--- src/rtl/core/wflm_pkg.sv ---
package wflm_pkg;

  // Input item: one 1-second tick
  typedef struct packed {
    logic       powered_on;
    logic [2:0] fan_speed;
    logic [9:0] pm25_level;
  } in_t;

  // Result item
  typedef struct packed {
    logic [6:0]  used_percent;
    logic [6:0]  remaining_percent;
    logic        replace_needed;
    logic [15:0] usage_total;
  } out_t;

  // Configuration register indexes
  localparam logic [1:0] CFG_RATED_LIFE     = 2'd0;
  localparam logic [1:0] CFG_TICKS_PER_HOUR = 2'd1;
  localparam logic [1:0] CFG_ACCEL_MODE     = 2'd2;

  // Reset values of the configuration registers
  localparam logic [15:0] RATED_LIFE_RST     = 16'd20000;
  localparam logic [15:0] TICKS_PER_HOUR_RST = 16'd3600;

  // PM2.5 band bounds
  localparam logic [9:0] PM_BOUND_LOW  = 10'd50;
  localparam logic [9:0] PM_BOUND_MID  = 10'd100;
  localparam logic [9:0] PM_BOUND_HIGH = 10'd150;

  localparam logic [6:0]  PERCENT_FULL  = 7'd100;
  localparam logic [6:0]  REPLACE_LIMIT = 7'd2;
  localparam logic [15:0] USAGE_MAX     = 16'hFFFF;

  // Dividend width: usage times 100
  localparam int unsigned DIVIDEND_W = 23;
  localparam int unsigned QUOT_W     = 7;

  // Wear weight table, tenths of an hour
  function automatic logic [3:0] wear_weight(input logic [1:0] idx);
    logic [3:0] w;
    case (idx)
      2'd0:    w = 4'd5;
      2'd1:    w = 4'd6;
      2'd2:    w = 4'd8;
      default: w = 4'd10;
    endcase
    return w;
  endfunction

  // Fan speed to weight index; unknown speeds weigh as sleep
  function automatic logic [1:0] fan_index(input logic [2:0] fan);
    logic [1:0] idx;
    case (fan)
      3'd2:    idx = 2'd1;
      3'd3:    idx = 2'd2;
      3'd4:    idx = 2'd3;
      default: idx = 2'd0;
    endcase
    return idx;
  endfunction

  // PM2.5 reading to band index
  function automatic logic [1:0] pm_index(input logic [9:0] pm);
    logic [1:0] idx;
    if (pm < PM_BOUND_LOW) begin
      idx = 2'd0;
    end else if (pm < PM_BOUND_MID) begin
      idx = 2'd1;
    end else if (pm < PM_BOUND_HIGH) begin
      idx = 2'd2;
    end else begin
      idx = 2'd3;
    end
    return idx;
  endfunction

  // Usage times 100 as 64 + 32 + 4
  function automatic logic [DIVIDEND_W-1:0] times100(input logic [15:0] u);
    logic [DIVIDEND_W-1:0] ext;
    ext = {7'd0, u};
    return (ext << 6) + (ext << 5) + (ext << 2);
  endfunction

endpackage

--- src/rtl/core/weighted_filter_life_meter.sv ---
// A new item is taken only after the previous result is written to the output register,
// so items pass one at a time through the 7-step serial percent divider;
// the next item is taken while a finished result waits at the output.
// Reset (rst, synchronous): tick count, usage and replace flag clear; rated life
// 20000, ticks per hour 3600, accelerated mode off; no result pending.
module weighted_filter_life_meter (
  input  logic                clk,
  input  logic                rst,
  input  logic                in_valid,
  output logic                in_stall,
  input  wflm_pkg::in_t       in_data,
  output logic                out_valid,
  input  logic                out_stall,
  output wflm_pkg::out_t      out_data,
  input  logic                cfg_valid,
  output logic                cfg_ready,
  input  logic [1:0]          cfg_index,
  input  logic [15:0]         cfg_data
);

  localparam logic [1:0] P_IDLE  = 2'd0;
  localparam logic [1:0] P_START = 2'd1;
  localparam logic [1:0] P_WAIT  = 2'd2;

  logic [1:0]  phase;
  logic [15:0] rated_life;
  logic [15:0] ticks_per_hour;
  logic        accelerated_mode;
  logic [15:0] tick_count;
  logic [15:0] usage_accum;
  logic        replace_flag;

  logic        in_take;
  logic        running;
  logic        below;
  logic [15:0] tick_inc;
  logic        hour_done;
  logic [16:0] sum;
  logic [15:0] tick_count_next;
  logic [15:0] usage_next;

  logic        div_busy;
  logic [6:0]  quotient;
  logic        out_free;
  logic        res_write;
  logic [6:0]  used;
  logic        replace_next;

  assign cfg_ready = 1'b1;
  assign in_stall  = (phase != P_IDLE);
  assign in_take   = in_valid && !in_stall;

  // Configuration registers
  always_ff @(posedge clk) begin
    if (rst) begin
      rated_life       <= wflm_pkg::RATED_LIFE_RST;
      ticks_per_hour   <= wflm_pkg::TICKS_PER_HOUR_RST;
      accelerated_mode <= 1'b0;
    end else if (cfg_valid && cfg_ready) begin
      case (cfg_index)
        wflm_pkg::CFG_RATED_LIFE:     rated_life       <= cfg_data;
        wflm_pkg::CFG_TICKS_PER_HOUR: ticks_per_hour   <= cfg_data;
        wflm_pkg::CFG_ACCEL_MODE:     accelerated_mode <= cfg_data[0];
        default:                      ;
      endcase
    end
  end

  // Tick and usage update for the incoming item
  always_comb begin
    running   = in_data.powered_on && (in_data.fan_speed != 3'd0);
    below     = usage_accum < rated_life;
    tick_inc  = tick_count + 16'd1;
    hour_done = accelerated_mode || (tick_inc >= ticks_per_hour);
    sum       = {1'b0, usage_accum}
              + {13'd0, wflm_pkg::wear_weight(wflm_pkg::fan_index(in_data.fan_speed))}
              + {13'd0, wflm_pkg::wear_weight(wflm_pkg::pm_index(in_data.pm25_level))};
    tick_count_next = tick_count;
    usage_next      = usage_accum;
    if (!running) begin
      tick_count_next = '0;
    end else if (below) begin
      if (hour_done) begin
        tick_count_next = '0;
        usage_next      = sum[16] ? wflm_pkg::USAGE_MAX : sum[15:0];
      end else begin
        tick_count_next = tick_inc;
      end
    end
  end

  always_ff @(posedge clk) begin
    if (rst) begin
      tick_count  <= '0;
      usage_accum <= '0;
    end else if (in_take) begin
      tick_count  <= tick_count_next;
      usage_accum <= usage_next;
    end
  end

  // Sequence one item: update, start divide, wait and deliver
  always_ff @(posedge clk) begin
    if (rst) begin
      phase <= P_IDLE;
    end else begin
      case (phase)
        P_IDLE:  if (in_take) phase <= P_START;
        P_START: phase <= P_WAIT;
        P_WAIT:  if (res_write) phase <= P_IDLE;
        default: phase <= P_IDLE;
      endcase
    end
  end

  wflm_div u_div (
    .clk      (clk),
    .rst      (rst),
    .start    (phase == P_START),
    .dividend (wflm_pkg::times100(usage_accum)),
    .divisor  (rated_life),
    .busy     (div_busy),
    .quotient (quotient)
  );

  // Percent and replace flag
  assign out_free     = !out_valid || !out_stall;
  assign res_write    = (phase == P_WAIT) && !div_busy && out_free;
  assign used         = (usage_accum >= rated_life) ? wflm_pkg::PERCENT_FULL : quotient;
  assign replace_next = replace_flag ||
                        ((wflm_pkg::PERCENT_FULL - used) <= wflm_pkg::REPLACE_LIMIT);

  always_ff @(posedge clk) begin
    if (rst) begin
      replace_flag <= 1'b0;
    end else if (res_write) begin
      replace_flag <= replace_next;
    end
  end

  // Output register
  always_ff @(posedge clk) begin
    if (rst) begin
      out_valid <= 1'b0;
    end else if (res_write) begin
      out_valid <= 1'b1;
    end else if (out_valid && !out_stall) begin
      out_valid <= 1'b0;
    end
  end

  always_ff @(posedge clk) begin
    if (res_write) begin
      out_data.used_percent      <= used;
      out_data.remaining_percent <= wflm_pkg::PERCENT_FULL - used;
      out_data.replace_needed    <= replace_next;
      out_data.usage_total       <= usage_accum;
    end
  end

  // Divider runs only while a result is awaited
  a_div_phase: assert property (@(posedge clk) disable iff (rst)
    div_busy |-> (phase == P_WAIT))
    else $error("divider busy outside wait phase");

  // Replace flag is sticky
  a_flag_sticky: assert property (@(posedge clk) disable iff (rst)
    replace_flag |=> replace_flag)
    else $error("replace flag cleared");

  // Percents of a delivered result add to 100
  a_percent_sum: assert property (@(posedge clk) disable iff (rst)
    out_valid |-> ((out_data.used_percent + out_data.remaining_percent)
                   == wflm_pkg::PERCENT_FULL))
    else $error("used and remaining percent disagree");

  // A new result is loaded only after the divider finished
  a_write_done: assert property (@(posedge clk) disable iff (rst)
    res_write |-> ($past(phase) == P_WAIT || $past(phase) == P_START))
    else $error("result written without a divide");

endmodule

--- src/rtl/core/wflm_div.sv ---
// Restoring divider, one quotient bit per cycle
module wflm_div (
  input  logic                                clk,
  input  logic                                rst,
  input  logic                                start,
  input  logic [wflm_pkg::DIVIDEND_W-1:0]     dividend,
  input  logic [15:0]                         divisor,
  output logic                                busy,
  output logic [wflm_pkg::QUOT_W-1:0]         quotient
);

  localparam int unsigned DW = wflm_pkg::DIVIDEND_W;
  localparam int unsigned QW = wflm_pkg::QUOT_W;

  logic [DW-1:0] rem;
  logic [DW-1:0] dreg;
  logic [2:0]    cnt;
  logic [DW:0]   diff;

  // Trial subtract of the aligned divisor
  assign diff = {1'b0, rem} - {1'b0, dreg};

  // Step control
  always_ff @(posedge clk) begin
    if (rst) begin
      busy <= 1'b0;
      cnt  <= 3'd0;
    end else if (start) begin
      busy <= 1'b1;
      cnt  <= 3'(QW - 1);
    end else if (busy) begin
      if (cnt == 3'd0) begin
        busy <= 1'b0;
      end else begin
        cnt <= cnt - 3'd1;
      end
    end
  end

  // Load operands, then shift the divisor right one bit per step
  always_ff @(posedge clk) begin
    if (start) begin
      rem      <= dividend;
      dreg     <= {1'b0, divisor, 6'd0};
      quotient <= '0;
    end else if (busy) begin
      if (!diff[DW]) begin
        rem <= diff[DW-1:0];
      end
      quotient <= {quotient[QW-2:0], ~diff[DW]};
      dreg     <= dreg >> 1;
    end
  end

endmodule

--- config.mk ---
export PLATFORM = sky130hd
export DESIGN_NAME = weighted_filter_life_meter
export DESIGN_NICKNAME = d
export VERILOG_FILES = /design/src/rtl/core/wflm_pkg.sv /design/src/rtl/core/weighted_filter_life_meter.sv /design/src/rtl/core/wflm_div.sv
export SDC_FILE = /design/constraint.sdc
export NUM_CORES = 1
export LEC_CHECK = 0
export BUFFER_PORTS_ARGS = -buffer_cell sky130_fd_sc_hd__buf_2
export CORE_AREA = 2 2 113 142
export DETAILED_ROUTE_END_ITERATION = 8
export DIE_AREA = 0 0 115 144
export MAX_ROUTING_LAYER = met4
export PLACE_DENSITY = 0.84
export SETUP_SLACK_MARGIN = 0.02
export SLEW_MARGIN = 5
export SYNTH_ARGS = -nofsm -noshare
export SYNTH_HDL_FRONTEND = slang
export SYNTH_SLANG_ARGS = --single-unit
--- constraint.sdc ---
create_clock -name clk -period 7.4 [get_ports clk]
set_input_delay 1.11 -clock clk [delete_from_list [all_inputs] [get_ports clk]]
set_output_delay 1.11 -clock clk [all_outputs]
set_load 0.03 [all_outputs]
==> impl_results.html <==
<table>
<tr><th>Metric</th><th>Value</th></tr>
<tr><th colspan="2">Logic synthesis</th></tr>
<tr><td>Synthesized instance count</td><td>1044</td></tr>
<tr><td>Synthesis Warnings</td><td>0</td></tr>
<tr><td>Area share of and/or/nand/nor cells after synthesis</td><td>15.4%</td></tr>
<tr><td>Yosys top cell by area</td><td>edfxtp_1</td></tr>
<tr><td>Main area contributors after synthesis</td><td>edfxtp_1, dfxtp_1, ha_1</td></tr>
<tr><td>Total of flip-flops plus latches after synthesis</td><td>155</td></tr>
<tr><td>Share of the synthesized area in compound gates (AO/OA/AOI/OAI)</td><td>19.7%</td></tr>
<tr><td>Netlist area before placement</td><td>0.00973 mm²</td></tr>
<tr><td>Dominant combinational cell family by area after synthesis</td><td>compound AO/OA/AOI/OAI gates</td></tr>
<tr><td>Mux contribution to synthesized area</td><td>1.88%</td></tr>
<tr><td>Count of flip-flops with a built-in enable after synthesis</td><td>69</td></tr>
<tr><td>Synth Flop Type</td><td>dfxtp_1</td></tr>
<tr><td>Top-area cell type share of the netlist area</td><td>21.3%</td></tr>
<tr><td>Number of unique standard cell types used by synthesis</td><td>72</td></tr>
<tr><td>Area share of fa/ha/maj cells after synthesis</td><td>15.6%</td></tr>
<tr><td>Post-synthesis async set-or-reset flop share</td><td>0%</td></tr>
<tr><td>Synth Net Count</td><td>1191</td></tr>
<tr><td>Area share of xor/xnor cells in the synthesized design</td><td>3.51%</td></tr>
<tr><td>Average cell area after synthesis</td><td>9.32 µm²</td></tr>
<tr><td>Share of the yosys chip area belonging to registers</td><td>39.0%</td></tr>
<tr><th colspan="2">Timing</th></tr>
<tr><td>Final hold slack</td><td>0.456 ns</td></tr>
<tr><td>Final WS setup</td><td>2.71 ns</td></tr>
<tr><td>Slew Limit Fails</td><td>0</td></tr>
<tr><td>Setup repair after global routing missed its margin</td><td>no</td></tr>
<tr><td>Post-layout min period</td><td>4.69 ns</td></tr>
<tr><td>Setup Total Neg Slack</td><td>0 ns</td></tr>
<tr><td>Share of the cycle needed by the critical path after routing</td><td>63.4%</td></tr>
<tr><td>Fmax</td><td>0.213 GHz</td></tr>
<tr><td>Final hold violation count</td><td>0</td></tr>
<tr><td>Number of failing setup endpoints in the final timing report</td><td>0</td></tr>
<tr><td>Slew of the pin with the lowest slew margin</td><td>1.17 ns</td></tr>
<tr><td>Slew Limit Headroom</td><td>22.0%</td></tr>
<tr><td>Setup skew after layout</td><td>0.00866 ns</td></tr>
<tr><th colspan="2">Clocking</th></tr>
<tr><td>Post-cts sizing count</td><td>0</td></tr>
<tr><td>Number of buffers inserted for hold repair after clock tree synthesis</td><td>0</td></tr>
<tr><td>TritonCTS clock tree</td><td>yes</td></tr>
<tr><td>CTS buffer count</td><td>17</td></tr>
<tr><td>Post-CTS setup buffer count</td><td>0</td></tr>
<tr><td>Clock latency on the worst-skew pair</td><td>0.44 ns</td></tr>
<tr><td>Sink count of the clock tree</td><td>155</td></tr>
<tr><td>Clock slew at reported path FFs</td><td>0.06 ns</td></tr>
<tr><td>Maximum buffer depth of the clock tree</td><td>2</td></tr>
<tr><td>CTS Root Cell</td><td>clkbuf_16</td></tr>
<tr><td>H-tree level count</td><td>4</td></tr>
<tr><th colspan="2">Worst setup path</th></tr>
<tr><td>Launch point of the worst reg-to-reg path</td><td>tick_count[0]</td></tr>
<tr><td>CP endpoint kind</td><td>flip-flop</td></tr>
<tr><td>CP Data Required Time</td><td>7.75 ns</td></tr>
<tr><td>Reg-to-Reg End</td><td>tick_count[6]</td></tr>
<tr><td>Startpoint-to-endpoint class of the critical path</td><td>flip-flop to flip-flop</td></tr>
<tr><td>WP data arrival</td><td>5.04 ns</td></tr>
<tr><td>Type of element launching the critical path</td><td>flip-flop</td></tr>
<tr><td>Crit-path max FO</td><td>17</td></tr>
<tr><td>Reg-to-reg setup timing slack</td><td>2.71 ns</td></tr>
<tr><td>Cells on worst reg2reg path</td><td>14</td></tr>
<tr><th colspan="2">Power and ir drop</th></tr>
<tr><td>Total internal power</td><td>1.61 mW</td></tr>
<tr><td>Part of the total power dissipated in the clock network</td><td>38.5%</td></tr>
<tr><td>Worst IR drop on VDD</td><td>122 µV</td></tr>
<tr><td>Cell area power density</td><td>210 mW/mm²</td></tr>
<tr><td>Power share of the combinational group</td><td>18.0%</td></tr>
<tr><td>Part of the total power dissipated in sequential elements</td><td>43.5%</td></tr>
<tr><td>Sw Ratio</td><td>29.1%</td></tr>
<tr><td>Sw power</td><td>661 µW</td></tr>
<tr><td>Leakage power total</td><td>4.65 nW</td></tr>
<tr><th colspan="2">Hold path</th></tr>
<tr><td>Worst min-delay path endpoint</td><td>replace_flag</td></tr>
<tr><td>Depth of the worst hold-timing path</td><td>2</td></tr>
<tr><td>Hold Path Class</td><td>flip-flop to flip-flop</td></tr>
<tr><td>Launch instance of the worst min-delay path</td><td>replace_flag</td></tr>
<tr><th colspan="2">Placed design</th></tr>
<tr><td>HPWL after DPL</td><td>16500 µm</td></tr>
<tr><td>Placer's final routability congestion estimate</td><td>0.912</td></tr>
<tr><td>Buffers added on ports</td><td>68</td></tr>
<tr><td>Placed cell count</td><td>1268</td></tr>
<tr><td>Cell Area, Placed</td><td>0.0102 mm²</td></tr>
<tr><td>Worst-case setup slack after placement</td><td>2.63 ns</td></tr>
<tr><th colspan="2">Finish</th></tr>
<tr><td>Area occupied by multi-input gates</td><td>0.00548 mm²</td></tr>
<tr><td>Number of filler instances in the final layout</td><td>1099</td></tr>
<tr><td>Design Area, Final</td><td>0.0108 mm²</td></tr>
<tr><td>Seq. cell area</td><td>0.00379 mm²</td></tr>
<tr><td>Number of nets in the layout</td><td>1249</td></tr>
<tr><td>Most common library cell in the layout ignoring fill and taps</td><td>nand2_1</td></tr>
<tr><td>Antenna Cells</td><td>0</td></tr>
<tr><td>Final cell count without fillers</td><td>1300</td></tr>
<tr><td>Commonest non-fill, non-tap cells in the layout</td><td>nand2_1, ha_1, inv_1, dfxtp_1, a21oi_1</td></tr>
<tr><td>Share of cells above drive strength 1</td><td>11.8%</td></tr>
<tr><td>Area growth, synth to finish</td><td>11.1%</td></tr>
<tr><th colspan="2">Drt</th></tr>
<tr><td>Number of search-and-repair iterations in the first detailed-routing pass</td><td>7</td></tr>
<tr><td>Vias per Instance</td><td>6.12</td></tr>
<tr><td>Avg WL per Cell</td><td>17.5 µm</td></tr>
<tr><td>Post-route antenna net violation count</td><td>0</td></tr>
<tr><td>Met3 wirelength from detailed routing</td><td>1350 µm</td></tr>
<tr><td>Number of DRC violations after detailed routing</td><td>0</td></tr>
<tr><td>Met2 Routed Length</td><td>11500 µm</td></tr>
<tr><td>Top Metal Used</td><td>met4</td></tr>
<tr><td>Met1 wire length</td><td>8970 µm</td></tr>
<tr><td>Via Count</td><td>7955</td></tr>
<tr><td>Initial drt markers</td><td>608</td></tr>
<tr><td>Total Routed Length</td><td>22800 µm</td></tr>
<tr><th colspan="2">Floorplan</th></tr>
<tr><td>Count of pins on the block boundary</td><td>71</td></tr>
<tr><td>Horizontal extent of the die</td><td>115 µm</td></tr>
<tr><td>Core Box Area</td><td>0.0153 mm²</td></tr>
<tr><td>Height of the die</td><td>144 µm</td></tr>
<tr><td>Initial core utilization</td><td>63.5%</td></tr>
<tr><td>FP Rows</td><td>51</td></tr>
<tr><td>Die footprint</td><td>0.0166 mm²</td></tr>
<tr><th colspan="2">Global routing</th></tr>
<tr><td>Initial antenna violation count</td><td>0</td></tr>
<tr><td>Global-route wire length before repair</td><td>36800 µm</td></tr>
<tr><td>Global routing usage summed across all routing layers</td><td>29.4%</td></tr>
<tr><td>Grt total ovfl</td><td>0</td></tr>
<tr><td>Largest net degree at the start of global routing</td><td>60</td></tr>
<tr><td>Via count of the first global-routing pass</td><td>7742</td></tr>
<tr><th colspan="2">Status</th></tr>
<tr><td>Status</td><td>completed</td></tr>
<tr><th colspan="2">Flow run</th></tr>
<tr><td>Number of maximum-capacitance constraint violations</td><td>0</td></tr>
</table>
registers in the layout (all words and copies together) (netlist names):
signal,flops
rated_life,16
accelerated_mode,1
u_div.cnt,3
tick_count,16
usage_accum,16
u_div.quotient,7
replace_flag,1
u_div.dreg,22
u_div.busy,1
ticks_per_hour,16
phase,2
out_valid,1
u_div.rem,23
out_data,30
cells by family (layout without fill, tap and decap cells):
family,Yosys count,count (layout)
simple gates,311,311
compound gates,288,288
flops,155,155
buf+inv,122,193
other cells,1,1
fa+ha+maj,110,110
xor+xnor,39,39
mux,18,18
critical path: stages, from the launching register on:
cell and delay (ns):
dfxtp_1 0.42, ha_1 0.28, nand2_1 0.09, nor2_1 0.18, and3_1 0.27, and3_1 0.23
and3_1 0.18, xor2_1 0.27, ha_1 0.31, a2111o_1 0.45, a211o_1 0.28, a211o_1 0.31
a211oi_2 0.89, o21ai_0 0.21, a31oi_1 0.24
synth_stat cells (3+ instances only):
cell type  count
nand2_1      100
ha_1          91
dfxtp_1       86
inv_1         86
a21oi_1       76
nor2_1        74
edfxtp_1      69
o21ai_0       57
clkbuf_1      27
nand3_1       27
xnor2_1       26
nor3_1        21
a21o_1        20
fa_1          19
nand2b_1      19
o21a_1        18
mux2i_1       16
nor2b_1       15
o211ai_1      14
xor2_1        13
a31oi_1       12
and3_1        12
a211oi_1      11
o31ai_1        9
a211o_1        8
nand4_1        8
o21bai_1       7
and2_1         6
or3_1          6
a21boi_0       5
a22oi_1        5
a311oi_1       5
o21ba_2        5
o31a_1         5
buf_1          4
nand3b_1       4
o221a_2        4
a32o_1         3
a41oi_1        3
nor3b_1        3
o22ai_1        3
how the worst max path moves through the flow:
stage / start / end / cells past startpoint
6_report: tick_count[0] / tick_count[6] / 14
5_1_grt: tick_count[0] / tick_count[6] / 14
4_1_cts: tick_count[0] / tick_count[6] / 14
3_5_place_dp: in_data[2] / usage_accum[13] / 21
3_3_place_gp: in_data[4] / usage_accum[9] / 15
2_1_floorplan: in_data[4] / usage_accum[13] / 20
layout make-up:
class | count | share of cell area, %
clock buffers | 18 | 4.06
flip-flops and latches | 155 | 35.1
well taps | 185 | 2.14
multi-input cells | 767 | 50.7
clock inverters | 14 | 1.41
inverters | 87 | 3.02
repair buffers | 74 | 3.57
power groups by stage:
stage,combinational (mW),clock [mW],sequential (mW)
2_1_floorplan,0.298,0,1.01
3_3_place_gp,0.387,0,1.00
3_5_place_dp,0.401,0,1.01
4_1_cts,0.406,0.883,0.987
5_1_grt,0.458,0.911,0.992
6_report,0.409,0.872,0.987
routing by layer:
layer  vias to the layer above  global-route usage (%)
met5                         -                       -
met4                         0                    14.8
met3                        59                    4.82
met2                       268                    49.9
met1                      3752                    33.5
li1                       3876                       -
metrics by stage:
stage          power (mW)  util [%]
2_1_floorplan        1.31         -
3_3_place_gp         1.39      66.7
3_5_place_dp         1.41      66.7
4_1_cts              2.28      70.6
5_1_grt              2.36      70.6
6_report             2.27      70.6
Power figures use the tool's default switching activity.
